File: src/rtl/core/loh_pkg.sv
package loh_pkg;

  localparam int unsigned HashW = 32;
  localparam int unsigned CharW = 8;

  localparam int unsigned MixL = 10;
  localparam int unsigned MixR = 6;
  localparam int unsigned FinA = 3;
  localparam int unsigned FinB = 11;
  localparam int unsigned FinC = 15;

  localparam logic [CharW-1:0] UpperFirst = 8'h41;
  localparam logic [CharW-1:0] UpperLast  = 8'h5a;
  localparam logic [CharW-1:0] CaseOffset = 8'h20;

  typedef logic [HashW-1:0] hash_t;

  // key fully absorbed, waiting for the final mix
  typedef struct packed {
    logic  valid;
    hash_t pre;
  } pend_t;

  function automatic logic [CharW-1:0] fold_lower(input logic [CharW-1:0] c);
    logic [CharW-1:0] r;
    r = c;
    if (c >= UpperFirst && c <= UpperLast) begin
      r = c + CaseOffset;
    end
    return r;
  endfunction

  function automatic hash_t absorb(input hash_t h_in, input logic [CharW-1:0] c);
    hash_t h;
    h = h_in + {{(HashW-CharW){1'b0}}, c};
    h = h + (h << MixL);
    h = h ^ (h >> MixR);
    return h;
  endfunction

  function automatic hash_t finish(input hash_t h_in);
    hash_t h;
    h = h_in + (h_in << FinA);
    h = h ^ (h >> FinB);
    h = h + (h << FinC);
    return h;
  endfunction

endpackage

File: src/rtl/core/lowercase_oaat_hash.sv
// channel   valid       stall       payload
// key       key_valid   key_stall   char_code[7:0], has_char, last
// hash      hash_valid  hash_stall  hash_value[31:0]
//
// one item per cycle while key_stall is low; a character is absorbed in the cycle
// it is taken; after its last item a key's sum waits in the final-mix register,
// then passes through the final mix into the output register
// rst is synchronous and clears the accumulator and both valid flags
// key_stall rises only when a finished key waits and the output register is held
module lowercase_oaat_hash (
  input  logic                      clk,
  input  logic                      rst,
  input  logic [loh_pkg::CharW-1:0] char_code,
  input  logic                      has_char,
  input  logic                      last,
  input  logic                      key_valid,
  output logic                      key_stall,
  output logic [loh_pkg::HashW-1:0] hash_value,
  output logic                      hash_valid,
  input  logic                      hash_stall
);

  loh_pkg::pend_t pend;
  logic           take;

  loh_mix u_mix (
    .clk       (clk),
    .rst       (rst),
    .char_code (char_code),
    .has_char  (has_char),
    .last      (last),
    .key_valid (key_valid),
    .key_stall (key_stall),
    .take      (take),
    .pend      (pend)
  );

  loh_final u_final (
    .clk        (clk),
    .rst        (rst),
    .pend       (pend),
    .take       (take),
    .hash_valid (hash_valid),
    .hash_stall (hash_stall),
    .hash_value (hash_value)
  );

  a_reset_empty: assert property (@(posedge clk) rst |=> !hash_valid && !pend.valid)
    else $error("result valid right after reset");

  a_last_pends: assert property (@(posedge clk) disable iff (rst)
    key_valid && !key_stall && last |=> pend.valid)
    else $error("last item did not reach the final-mix register");

  a_pend_moves: assert property (@(posedge clk) disable iff (rst)
    pend.valid && !(hash_valid && hash_stall) |=> hash_valid)
    else $error("pending key not moved to the output register");

  a_stall_when_full: assert property (@(posedge clk) disable iff (rst)
    pend.valid && hash_valid && hash_stall |-> key_stall)
    else $error("item taken while both stages are full");

endmodule

File: src/rtl/core/loh_mix.sv
module loh_mix (
  input  logic                      clk,
  input  logic                      rst,
  input  logic [loh_pkg::CharW-1:0] char_code,
  input  logic                      has_char,
  input  logic                      last,
  input  logic                      key_valid,
  output logic                      key_stall,
  input  logic                      take,
  output loh_pkg::pend_t            pend
);

  loh_pkg::hash_t accumulator;
  loh_pkg::hash_t accumulator_next;
  loh_pkg::hash_t mixed;
  logic           accept;

  assign key_stall = pend.valid && !take;
  assign accept    = key_valid && !key_stall;

  always_comb begin
    mixed = accumulator;
    if (has_char) begin
      mixed = loh_pkg::absorb(accumulator, loh_pkg::fold_lower(char_code));
    end
    accumulator_next = accumulator;
    if (accept) begin
      accumulator_next = last ? '0 : mixed;
    end
  end

  always_ff @(posedge clk) begin
    if (rst) begin
      accumulator <= '0;
      pend.valid  <= 1'b0;
    end else begin
      accumulator <= accumulator_next;
      if (accept && last) begin
        pend.valid <= 1'b1;
        pend.pre   <= mixed;
      end else if (take) begin
        pend.valid <= 1'b0;
      end
    end
  end

endmodule

File: src/rtl/core/loh_final.sv
module loh_final (
  input  logic           clk,
  input  logic           rst,
  input  loh_pkg::pend_t pend,
  output logic           take,
  output logic           hash_valid,
  input  logic           hash_stall,
  output loh_pkg::hash_t hash_value
);

  // output register frees up when empty or when its item leaves
  assign take = !hash_valid || !hash_stall;

  always_ff @(posedge clk) begin
    if (rst) begin
      hash_valid <= 1'b0;
    end else if (take) begin
      hash_valid <= pend.valid;
    end
  end

  always_ff @(posedge clk) begin
    if (take && pend.valid) begin
      hash_value <= loh_pkg::finish(pend.pre);
    end
  end

endmodule
File: config.mk
export PLATFORM = sky130hd
export DESIGN_NAME = lowercase_oaat_hash
export DESIGN_NICKNAME = d
export VERILOG_FILES = /design/src/rtl/core/loh_pkg.sv /design/src/rtl/core/lowercase_oaat_hash.sv /design/src/rtl/core/loh_mix.sv /design/src/rtl/core/loh_final.sv
export SDC_FILE = /design/constraint.sdc
export NUM_CORES = 1
export LEC_CHECK = 0
export ABC_AREA = 1
export BUFFER_PORTS_ARGS = -buffer_cell sky130_fd_sc_hd__buf_2
export CORE_ASPECT_RATIO = 0.7
export CORE_MARGIN = 3
export CORE_UTILIZATION = 60
export CTS_BUF_LIST = sky130_fd_sc_hd__clkbuf_16
export DETAILED_ROUTE_END_ITERATION = 8
export PLACE_DENSITY = 0.81
export SYNTH_ARGS = -nofsm -noshare
export SYNTH_HDL_FRONTEND = slang
export SYNTH_SLANG_ARGS = --single-unit
export TNS_END_PERCENT = 20
File: constraint.sdc
create_clock -name clk -period 6.2 [get_ports clk]
set_input_delay 0.31 -clock clk [delete_from_list [all_inputs] [get_ports clk]]
set_output_delay 0.31 -clock clk [all_outputs]
set_load 0.01 [all_outputs]
After elaboration in Yosys (flattened, before gate mapping)

Cells that the tools add are included.

Bits in registers: 98
Bits in latches: 0
RAM bits: 0
Bits in read-only memories: 0
Bits of input ports: 14
Output and inout port bits: 34
Logic and storage cells: 33
Memories kept: 0

$add $sub $neg: 5
$mul: 0
Div/mod/pow operators: 0
Magnitude comparators: 2
Equality and inequality tests: 0
Shift operators: 0
Multiplexer cells: 6
Bitwise operators: 3
Reductions and logical operators: 12

Operators with widths:

| cell                  | number |
|---|---|
| $add A32 B32 Y32      | 3 |
| $mux W32              | 2 |
| $add A32 B8 Y32       | 1 |
| $xor A32 B21 Y32      | 1 |
| $xor A32 B26 Y32      | 1 |
| $mux W8               | 2 |
| $add A8 B6 Y8 const B | 1 |
| $ge A8 B7 Y1 const B  | 1 |
| $le A8 B7 Y1 const B  | 1 |
| $logic_and A1 B1 Y1   | 5 |
| $logic_not A1 Y1      | 4 |
| $mux W1               | 2 |
| $reduce_and A2 Y1     | 1 |
| $reduce_bool A2 Y1    | 1 |
| $logic_or A1 B1 Y1    | 1 |
| $not A1 Y1            | 1 |

Longest topological paths before layout

Gate-level depths: netlist of run 1.

Word-level depth: 9
Depth in mapped cells: 34
Mapped depth without buffers: 34

Cells and area by module

From an unflattened synthesis of run 1, not the netlist that was laid out.

Cells, all modules: 1405
Area, all modules: 9791.9 µm²

Modules (own cells, without submodules):

| module    | times used | cells each | area each (µm²) | seq. area each (µm²) |
|---|---|---|---|---|
| loh_mix   | 1          | 869        | 5851.9          | 1621.6 |
| loh_final | 1          | 536        | 3940.0          | 980.9 |

Worst setup path before layout of run 1

Ideal clock, no wire load.

Kind: reg2reg
Start: register u_mix.pend[2] (netlist name)
End: register u_final.hash_value[29], data pin
Library setup time: 259 ps
Arrival: 4454 ps
Data required time: 5941 ps
Slack: 1487 ps
Stages on the path, launching flop included: 29
Buffers on the path: 0
Clock period less this slack: 4713 ps
Cell sequence: edfxtp_1 > ha_1 > a21o_1 > a31oi_1 > o21ai_0 > a21oi_1 > o21ai_0 > nand2_1 > o211ai_1 > nand2_1 > nand2_1 > nand3_1 > nand2_1 > xor2_1 > xor2_1 > ha_1 > inv_1 > fa_1 > nor2_1 > a211oi_1 > o21ai_0 > a21oi_1 > o21ai_0 > a21oi_1 > o21ai_0 > a21oi_1 > nor2_1 > nor2_1 > xnor2_1

Longest elaborated chain between the ends: 3

RTL lines:

| item                 | line            | source |
|---|---|---|
| $add A32 B32 Y32     | loh_pkg.sv:43   | `h = h_in + (h_in << FinA);` |
| $xor A32 B21 Y32     | loh_pkg.sv:44   | `h = h ^ (h >> FinB);` |
| $add A32 B32 Y32     | loh_pkg.sv:45   | `h = h + (h << FinC);` |
| to (signal assigned) | loh_final.sv:24 | `hash_value <= loh_pkg::finish(pend.pre);` |
| to (decl)            | loh_final.sv:8  | `output loh_pkg::hash_t hash_value` |

No other way between the ends.
A chain may end at the register's enable or synchronous reset.

Final worst setup path of run 1

Start: register u_mix.pend[2] (netlist name)
End: register u_final.hash_value[29], data pin

Longest elaborated chain between the ends: 3

RTL lines:

| item             | line |
|---|---|
| $add A32 B32 Y32 | loh_pkg.sv:43 |
| $xor A32 B21 Y32 | loh_pkg.sv:44 |
| $add A32 B32 Y32 | loh_pkg.sv:45 |

No other way between the ends.

==> flow_summary.yaml, run 1 <==
outcome:
  status: "completed"
setup_path:
  rr_worst_depth: 28
  timing.rr.start: "u_mix.pend[2]"
  slowest_delay_ns: 0.43
  worstSetupStartpointType: "register"
  slowest_stage: "edfxtp_1"
  critPathArrivalTime_ns: 5.83
  timing.rr.end: "u_final.hash_value[29]"
  required_ns: 6.31
  crit_family: "compound AO/OA/AOI/OAI gates"
  crit_buf_inv: 1
  rrSetupSlack_ns: 0.48
  end_kind: "register"
  critPathKind: "reg2reg"
  path_max_fanout: 4
logic_synthesis:
  synthTopCellsByArea: "edfxtp_1 (21%), nand2_1 (12%), ha_1 (10%)"
  synth_cell_type_count: 52
  synth.most_common_cell: "nand2_1"
  netlist_area_um2: 9000
  synthCells: 1204
  yosys_warnings: 0
  synth_edf_count: 64
  synth_top_area_share_pct: 21.3
  async_reset_ff_share_pct: 0
  yosysSeqAreaShare_pct: 28.9
  avgSynthCellArea_um2: 7.48
  yosysTopAreaCell: "edfxtp_1"
  ys_ff_latch: 98
  synth_common_cells: "nand2_1 (279), inv_1 (125), a21oi_1 (105)"
  syn_nets: 1293
  synth_top_flop_cell: "edfxtp_1"
routing:
  drc: 0
  firstDrtPassIters: 5
  via_count: 8407
  postRouteAntennaNets: 0
  post_drt_wl_per_cell_um: 17.0
  drt_wl_total_um: 24500
  first_iter_violations: 989
  viasPerCell: 5.84
timing:
  holdWs_ns: 0.271
  grt_setup_unrepaired: "no"
  fin_crit_ns: 5.72
  skew_ns: 0.00991
  timing_hold_violations_final: 0
  worst_pin_slew_ns: 1.03
  fin_crit_sh_pct: 92.3
  worst_slack_ns: 0.479
  relSlewSlack_pct: 31.4
  maxClockFrequency_mhz: 175
  fin_setup_tns_ns: 0
  slew_violations: 0
  finalSetupViolCount: 0
clocking:
  cts_hold_buffers: 0
  clock-sinks: 98
  clock_latency_ns: 0.36
  cts_root_buf: "clkbuf_16"
  cts_buffers: 9
  cts_tree: "done"
  htree_levels: 3
  cts_buffer_depth: 2
  cts.clk_slew.worst_paths_ns: 0.08
placement:
  numPortBuffers: 47
  dpl.hpwl_um: 20000
  placed_cell_area_um2: 9430
  placedCellCount: 1423
  globalplace.congestion: 1.02
  preCtsSetupSlack_ns: 0.582
floorplan:
  num_rows: 36
  dieHeight_um: 108
  dieArea_um2: 16500
  boundaryPins: 48
  start_util_pct: 63.0
  core_um2: 14300
  die_x_um: 152
job:
  max_cap_viol_count: 0
layout:
  diodes: 0
  area_growth_pct: 8.02
  drive_gt1_share_pct: 13.7
  layoutNonFillerInstCount: 1439
  finalNetCount: 1333
  final_cell_area_um2: 9720
  utilization_pct: 68.1
grt:
  grt_max_degree: 54
  grt_overflow: 0
  grt_pass1_wl_um: 38900
  grt_use_total_pct: 29.6
  antenna_found_initial: 0
  grt_pass1_vias: 7413
pwr:
  fin_total_pwr_mw: 2.29
  peakVddDrop_mv: 0.183
  leakage_nw: 4.44
  power_density_nw_per_um2: 235
hold_path:
  whs_endpoint: "u_final.hash_valid"
  whs_path_depth: 3
  min_from: "hash_stall"
  holdCritPathClass: "in2reg"
==> state kept, by name (all words and copies together), names as in the netlist <==
name,flops
u_final.hash_valid,1
u_mix.pend,33
u_final.hash_value,32
u_mix.accumulator,32
==> cell type report <==
cell class,instances,area [um^2]
repair buffers,51,265
well taps,190,238
inverters,137,514
multi-input cells,947,5810
fillers,1197,4550
flip-flops and latches,98,2600
clock inverters,7,72.6
clock buffers,9,225
==> routing by layer <==
metal	track usage [%]	part of all wire, %	up-vias
li1	-	-	4081
met1	45.7	48	3891
met2	42.6	40	412
met3	7.00	11	23
met4	4.75	1.0	0
met5	0	0	-
==> power breakdown <==
part           total (mW)  switching (mW)  internal (mW)  leakage (nW)
sequential          0.811          0.0250          0.786         0.868
clock               0.559           0.275          0.284         0.143
combinational       0.916           0.589          0.327          3.43
==> how the worst max path moves through the flow <==
stage / depth (start not counted) / from / endpoint
after floorplan: 28 / u_mix.pend[2] / u_final.hash_value[29]
after global placement: 28 / u_mix.pend[2] / u_final.hash_value[29]
after detailed placement: 28 / u_mix.pend[2] / u_final.hash_value[29]
after CTS: 28 / u_mix.pend[2] / u_final.hash_value[29]
after global routing: 28 / u_mix.pend[2] / u_final.hash_value[29]
final: 28 / u_mix.pend[2] / u_final.hash_value[29]
==> cells by family after synthesis <==
group / after synthesis / synth area share, %
buf+inv: 159 / 6.77
xor+xnor: 116 / 12.2
flops: 98 / 28.9
simple gates: 570 / 29.7
fa+ha+maj: 75 / 10.7
compound gates: 186 / 11.7
==> placed cells by master (no fill, tap or decap), types with 12 or more instances in the layout <==
cell | netlist | final
nand2_1 | 279 | 279
edfxtp_1 | 64 | 64
a21oi_1 | 105 | 104
nor2_2 | 12 | 14
xnor2_1 | 26 | 26
o21ai_0 | 29 | 28
xor2_1 | 82 | 82
nand4_1 | 18 | 18
nor3_1 | 12 | 12
dfxtp_1 | 34 | 34
inv_1 | 125 | 125
nand3_1 | 95 | 95
buf_2 | 7 | 47
nand2_2 | 27 | 27
nor2_1 | 78 | 76
ha_1 | 72 | 72
==> tightest hold or removal path, stage by stage <==
cell and delay [ns]:
buf_2 0.12, nand2_1 0.09, a21oi_1 0.06
==> timing repair <==
item,in CTS,in global routing
endpoints found under the setup margin,0,1
gates resized for setup,0,1
buffers inserted,0,0
(Power assumes the default switching activity.)
==> inputs of run 2 (changes only) <==
CORE_MARGIN = 5   (was 3)
==> flow_summary.yaml, run 2 (synthesis results as in run 1) <==
outcome:
  status: "completed"
setup_path:
  slowest_delay_ns: 0.43
  critPathArrivalTime_ns: 5.73
  required_ns: 6.30
  worstSetupStartpointType: "register"
  slowest_stage: "edfxtp_1"
  critPathKind: "reg2reg"
  end_kind: "register"
  path_max_fanout: 4
layout:
  finalNetCount: 1333
  final_common_cell: "nand2_1"
  reg_top3: "u_mix.pend (33), u_final.hash_value (32), u_mix.accumulator (32)"
  utilization_pct: 65.9
  largest_register_ffs: 33
  fillers: 1282
  largest_register: "u_mix.pend"
  layout_common_cells: "nand2_1 (279), inv_1 (126), a21oi_1 (104)"
  drive_gt1_share_pct: 13.6
  diodes: 0
  area_growth_pct: 7.76
  layoutNonFillerInstCount: 1444
pwr:
  leakage_nw: 4.44
  power_density_nw_per_um2: 231
  peakVddDrop_mv: 0.140
timing:
  relSlewSlack_pct: 31.1
  timing_hold_violations_final: 0
  worst_pin_slew_ns: 1.03
  fin_setup_tns_ns: 0
  finalSetupViolCount: 0
  skew_ns: 0.00907
  grt_setup_unrepaired: "no"
  slew_violations: 0
  fin_crit_sh_pct: 90.9
  worst_slack_ns: 0.566
  fin_crit_ns: 5.63
  maxClockFrequency_mhz: 177
floorplan:
  start_util_pct: 61.2
  die_x_um: 156
  dieArea_um2: 17600
  core_um2: 14700
  dieHeight_um: 112
  num_rows: 37
  boundaryPins: 48
grt:
  grt_pass1_vias: 7401
  grt_overflow: 0
  grt_use_total_pct: 27.2
  grt_max_degree: 54
  grt_pass1_wl_um: 38500
  antenna_found_initial: 0
clocking:
  cts.clk_slew.worst_paths_ns: 0.07
  cts_tree: "done"
  cts_buffers: 9
  htree_levels: 3
  post-cts-setup-buffer-count: 0
  clock-sinks: 98
  cts_root_buf: "clkbuf_16"
  clock_latency_ns: 0.35
  cts_buffer_depth: 2
routing:
  wl_met1_um: 11400
  highest_layer: "met4"
  postRouteAntennaNets: 0
  first_iter_violations: 1052
  viasPerCell: 5.74
  drc: 0
  via_count: 8295
  wl_met3_um: 2730
  post_drt_wl_per_cell_um: 16.6
  wl_met2_um: 9610
  firstDrtPassIters: 6
  drt_wl_total_um: 24000
job:
  max_cap_viol_count: 0
placement:
  preCtsSetupSlack_ns: 0.551
  placedCellCount: 1428
  numPortBuffers: 47
  dpl.hpwl_um: 19700
  globalplace.congestion: 1.02
hold_path:
  holdCritPathClass: "in2reg"
run 2: final timing paths:
kind                              start                     end  slack, ns  cells after the start
hold reg to reg   u_mix.accumulator[30]   u_mix.accumulator[30]       0.48                      2
setup reg to reg          u_mix.pend[2]  u_final.hash_value[29]       0.57                     28
hold / removal                key_valid          u_mix.pend[32]       0.29                      3
setup / recovery          u_mix.pend[2]  u_final.hash_value[29]       0.57                     28
run 2: where the power goes:
group / total, mW / internal [mW] / switching [mW]
combinational: 0.910 / 0.326 / 0.584
sequential: 0.811 / 0.786 / 0.0247
clock: 0.516 / 0.272 / 0.245
total: 2.24 / 1.38 / 0.853
run 2: final cells by class:
class / count / area [um^2] / share of cell area [%]
multi-input cells: 947 / 5810 / 59.9
flip-flops and latches: 98 / 2600 / 26.8
inverters: 137 / 514 / 5.30
repair buffers: 51 / 265 / 2.73
well taps: 195 / 244 / 2.52
clock buffers: 9 / 225 / 2.32
clock inverters: 7 / 42.5 / 0.439
run 2: what timing repair did:
item / in CTS / in global routing
gates resized for setup: 0 / 1
hold buffers: 0 / 0
endpoints found under the setup margin: 0 / 1
run 2: worst max-delay path: cells and delay by family, from the launching register on:
family                   cells  cell delay, ns
buffers and inverters        1            0.07
adder cells (fa/ha/maj)      3            1.05
AND/OR/NAND/NOR              8            0.68
XOR/XNOR                     3            0.68
AO/OA/AOI/OAI               13            2.48
flip-flops                   1            0.43
run 2: layer usage:
layer | vias up | global-route usage [%]
li1 | 4085 | -
met1 | 3783 | 42.4
met2 | 397 | 38.4
met3 | 30 | 6.94
met4 | 0 | 4.16
met5 | - | 0
run 2: stage by stage:
step           hold WS [ns]  total power, mW  area [um^2]
6_report              0.293             2.24         9700
5_1_grt               0.303             2.35         9700
4_1_cts               0.293             2.21         9700
3_5_place_dp          0.476             1.70         9430
3_3_place_gp          0.475             1.68         9430
2_1_floorplan         0.457             1.47         9000
==> inputs of run 3 (changes only) <==
ABC_AREA = 0   (was 1)
CORE_MARGIN = unset   (was 5)
PLACE_DENSITY = 0.82   (was 0.81)
==> flow_summary.yaml, run 3 <==
outcome:
  status: "completed"
logic_synthesis:
  synth_top_flop_cell: "edfxtp_1"
  synthTopCellsByArea: "edfxtp_1 (24%), ha_1 (11%), xnor2_1 (10%)"
  yosysSeqAreaShare_pct: 32.1
  synth_common_cells: "xnor2_1 (95), a21oi_1 (76), nor2_1 (73)"
  yosysTopAreaCell: "edfxtp_1"
  synth_edf_count: 64
  yosys_warnings: 0
  synth_cell_type_count: 79
  synth_top_area_share_pct: 23.7
  synth.most_common_cell: "xnor2_1"
  ys_ff_latch: 98
  async_reset_ff_share_pct: 0
  synthCells: 869
  syn_nets: 958
  netlist_area_um2: 8100
  avgSynthCellArea_um2: 9.33
pwr:
  p_clk_share_pct: 25.8
  peakVddDrop_mv: 0.171
  leakage_nw: 3.74
  power_density_nw_per_um2: 259
  switching_share_pct: 35.1
  fin_total_pwr_mw: 2.36
  p_switching_mw: 0.829
  p_comb_share_pct: 39.6
  p_int_mw: 1.53
  seqPwrFrac_pct: 34.6
timing:
  skew_ns: 0.0105
  worst_slack_ns: 0.111
  worst_pin_slew_ns: 1.05
  fin_setup_tns_ns: 0
  holdWs_ns: 0.267
  fin_crit_ns: 6.09
  fin_crit_sh_pct: 98.2
  slew_violations: 0
  maxClockFrequency_mhz: 164
  relSlewSlack_pct: 29.6
  timing_hold_violations_final: 0
  finalSetupViolCount: 0
layout:
  fillers: 1015
  final_common_cell: "xnor2_1"
  layoutNonFillerInstCount: 1120
  drive_gt1_share_pct: 14.8
  multi_input_area_um2: 5380
  final_cell_area_um2: 9110
  finalNetCount: 1019
  layout_common_cells: "xnor2_1 (95), a21oi_1 (74), nor2_1 (72), ha_1 (72), edfxtp_1 (64)"
  reg_top3: "u_mix.pend (33), u_final.hash_value (32), u_mix.accumulator (32)"
  utilization_pct: 69.1
  area_growth_pct: 12.4
  ff_latch_area_um2: 2600
  diodes: 0
  largest_register_ffs: 33
  largest_register: "u_mix.pend"
floorplan:
  die_x_um: 141
  num_rows: 35
  start_util_pct: 61.5
  dieArea_um2: 14000
  boundaryPins: 48
  dieHeight_um: 99.2
  core_um2: 13200
placement:
  placed_cell_area_um2: 8700
  placedCellCount: 1102
  preCtsSetupSlack_ns: -0.103
  dpl.hpwl_um: 16300
  globalplace.congestion: 0.968
  numPortBuffers: 47
clocking:
  cts_tree: "done"
  cts_buffer_depth: 2
  clock-sinks: 98
  cts_root_buf: "clkbuf_16"
  clock_latency_ns: 0.35
  cts_hold_buffers: 0
  cts.clk_slew.worst_paths_ns: 0.07
  htree_levels: 3
  cts_buffers: 9
setup_path:
  critPathArrivalTime_ns: 6.18
  critPathKind: "reg2reg"
  required_ns: 6.29
  rrSetupSlack_ns: 0.11
  path_max_fanout: 4
  worstSetupStartpointType: "register"
  end_kind: "register"
  rr_worst_depth: 26
routing:
  postRouteAntennaNets: 0
  firstDrtPassIters: 5
  drt_wl_total_um: 21300
  first_iter_violations: 917
  drc: 0
  viasPerCell: 6.28
  via_count: 7037
  post_drt_wl_per_cell_um: 19.1
hold_path:
  whs_path_depth: 3
  holdCritPathClass: "in2reg"
grt:
  grt_pass1_wl_um: 33200
  grt_max_degree: 54
  antenna_found_initial: 0
  grt_pass1_vias: 6333
  grt_overflow: 0
  grt_use_total_pct: 30.8
job:
  max_cap_viol_count: 0
## run 3: changes by cell type in the layout (fill, tap and decap cells not counted), sizes merged, moves of 19 or more
cell	previous run	this run
nor2	92	73
nand3	106	18
a21o	6	32
a21oi	109	76
inv	140	28
xnor2	27	96
buf	51	79
xor2	88	44
nand2	317	56
## run 3: final cells by class
class                   instances  share of cell area, %
multi-input cells             717                   59.0
flip-flops and latches         98                   28.6
repair buffers                 79                   5.22
clock buffers                  10                   2.75
well taps                     185                   2.54
inverters                      25                   1.03
clock inverters                 6                  0.865
## run 3: kinds of logic (layout without fill, tap and decap cells)
family / count (synthesis) / count (layout) / share of synthesized area [%]
xor gates and xnor gates: 140 / 140 / 15.5
DFF: 98 / 98 / 32.1
muxes: 13 / 13 / 1.84
adders and majority gates: 77 / 77 / 12.1
AOI/OAI and AO/OA: 259 / 259 / 21.8
buffers and inverters: 54 / 120 / 2.58
and+or+nand+nor: 228 / 228 / 14.1
## run 3: final timing paths
check,start,endpoint
setup reg to reg,u_mix.pend[0],u_final.hash_value[31]
hold reg to reg,u_mix.pend[32],u_final.hash_valid
setup / recovery,u_mix.pend[0],u_final.hash_value[31]
hold / removal,hash_stall,u_final.hash_valid
## run 3: power by group through the flow
stage / Clock (mW) / Combinational, mW / Sequential (mW)
after floorplan: 0 / 0.647 / 0.833
after detailed placement: 0 / 0.871 / 0.829
after global placement: 0 / 0.850 / 0.828
after global routing: 0.641 / 1.01 / 0.820
final: 0.609 / 0.936 / 0.815
after CTS: 0.615 / 0.885 / 0.815
## run 3: layer usage
metal  track usage [%]  up-vias  wire (um)
met5                 0        -          0
met4              5.77        0        186
met3              5.49       19       2100
met2              44.5      347       8930
met1              47.9     3322      10100
li1                  -     3349          -
## run 3: critical path: stages (launching register included)
cell and delay (ns):
edfxtp_1 0.42, ha_1 0.26, fa_1 0.41, a21o_1 0.21, a21oi_4 0.18, o21ai_2 0.13, a2111oi_4 0.34, o31a_1 0.26
o21ai_1 0.19, buf_4 0.20, nor4b_1 0.30, or3_1 0.20, xor2_1 0.18, buf_4 0.17, inv_1 0.06, fa_1 0.43
inv_1 0.07, a21oi_1 0.06, o21bai_1 0.21, a21o_1 0.19, a31o_2 0.18, nand4_1 0.20, a31oi_4 0.27, a31oi_1 0.15
o21ai_1 0.24, xnor2_1 0.19, xnor2_1 0.10
## run 3: repair_timing
action	in CTS	in global routing
setup endpoints to repair	2	3
gates cloned	0	0
pin swaps	0	4
gates resized for setup	2	12
buffers inserted	0	2
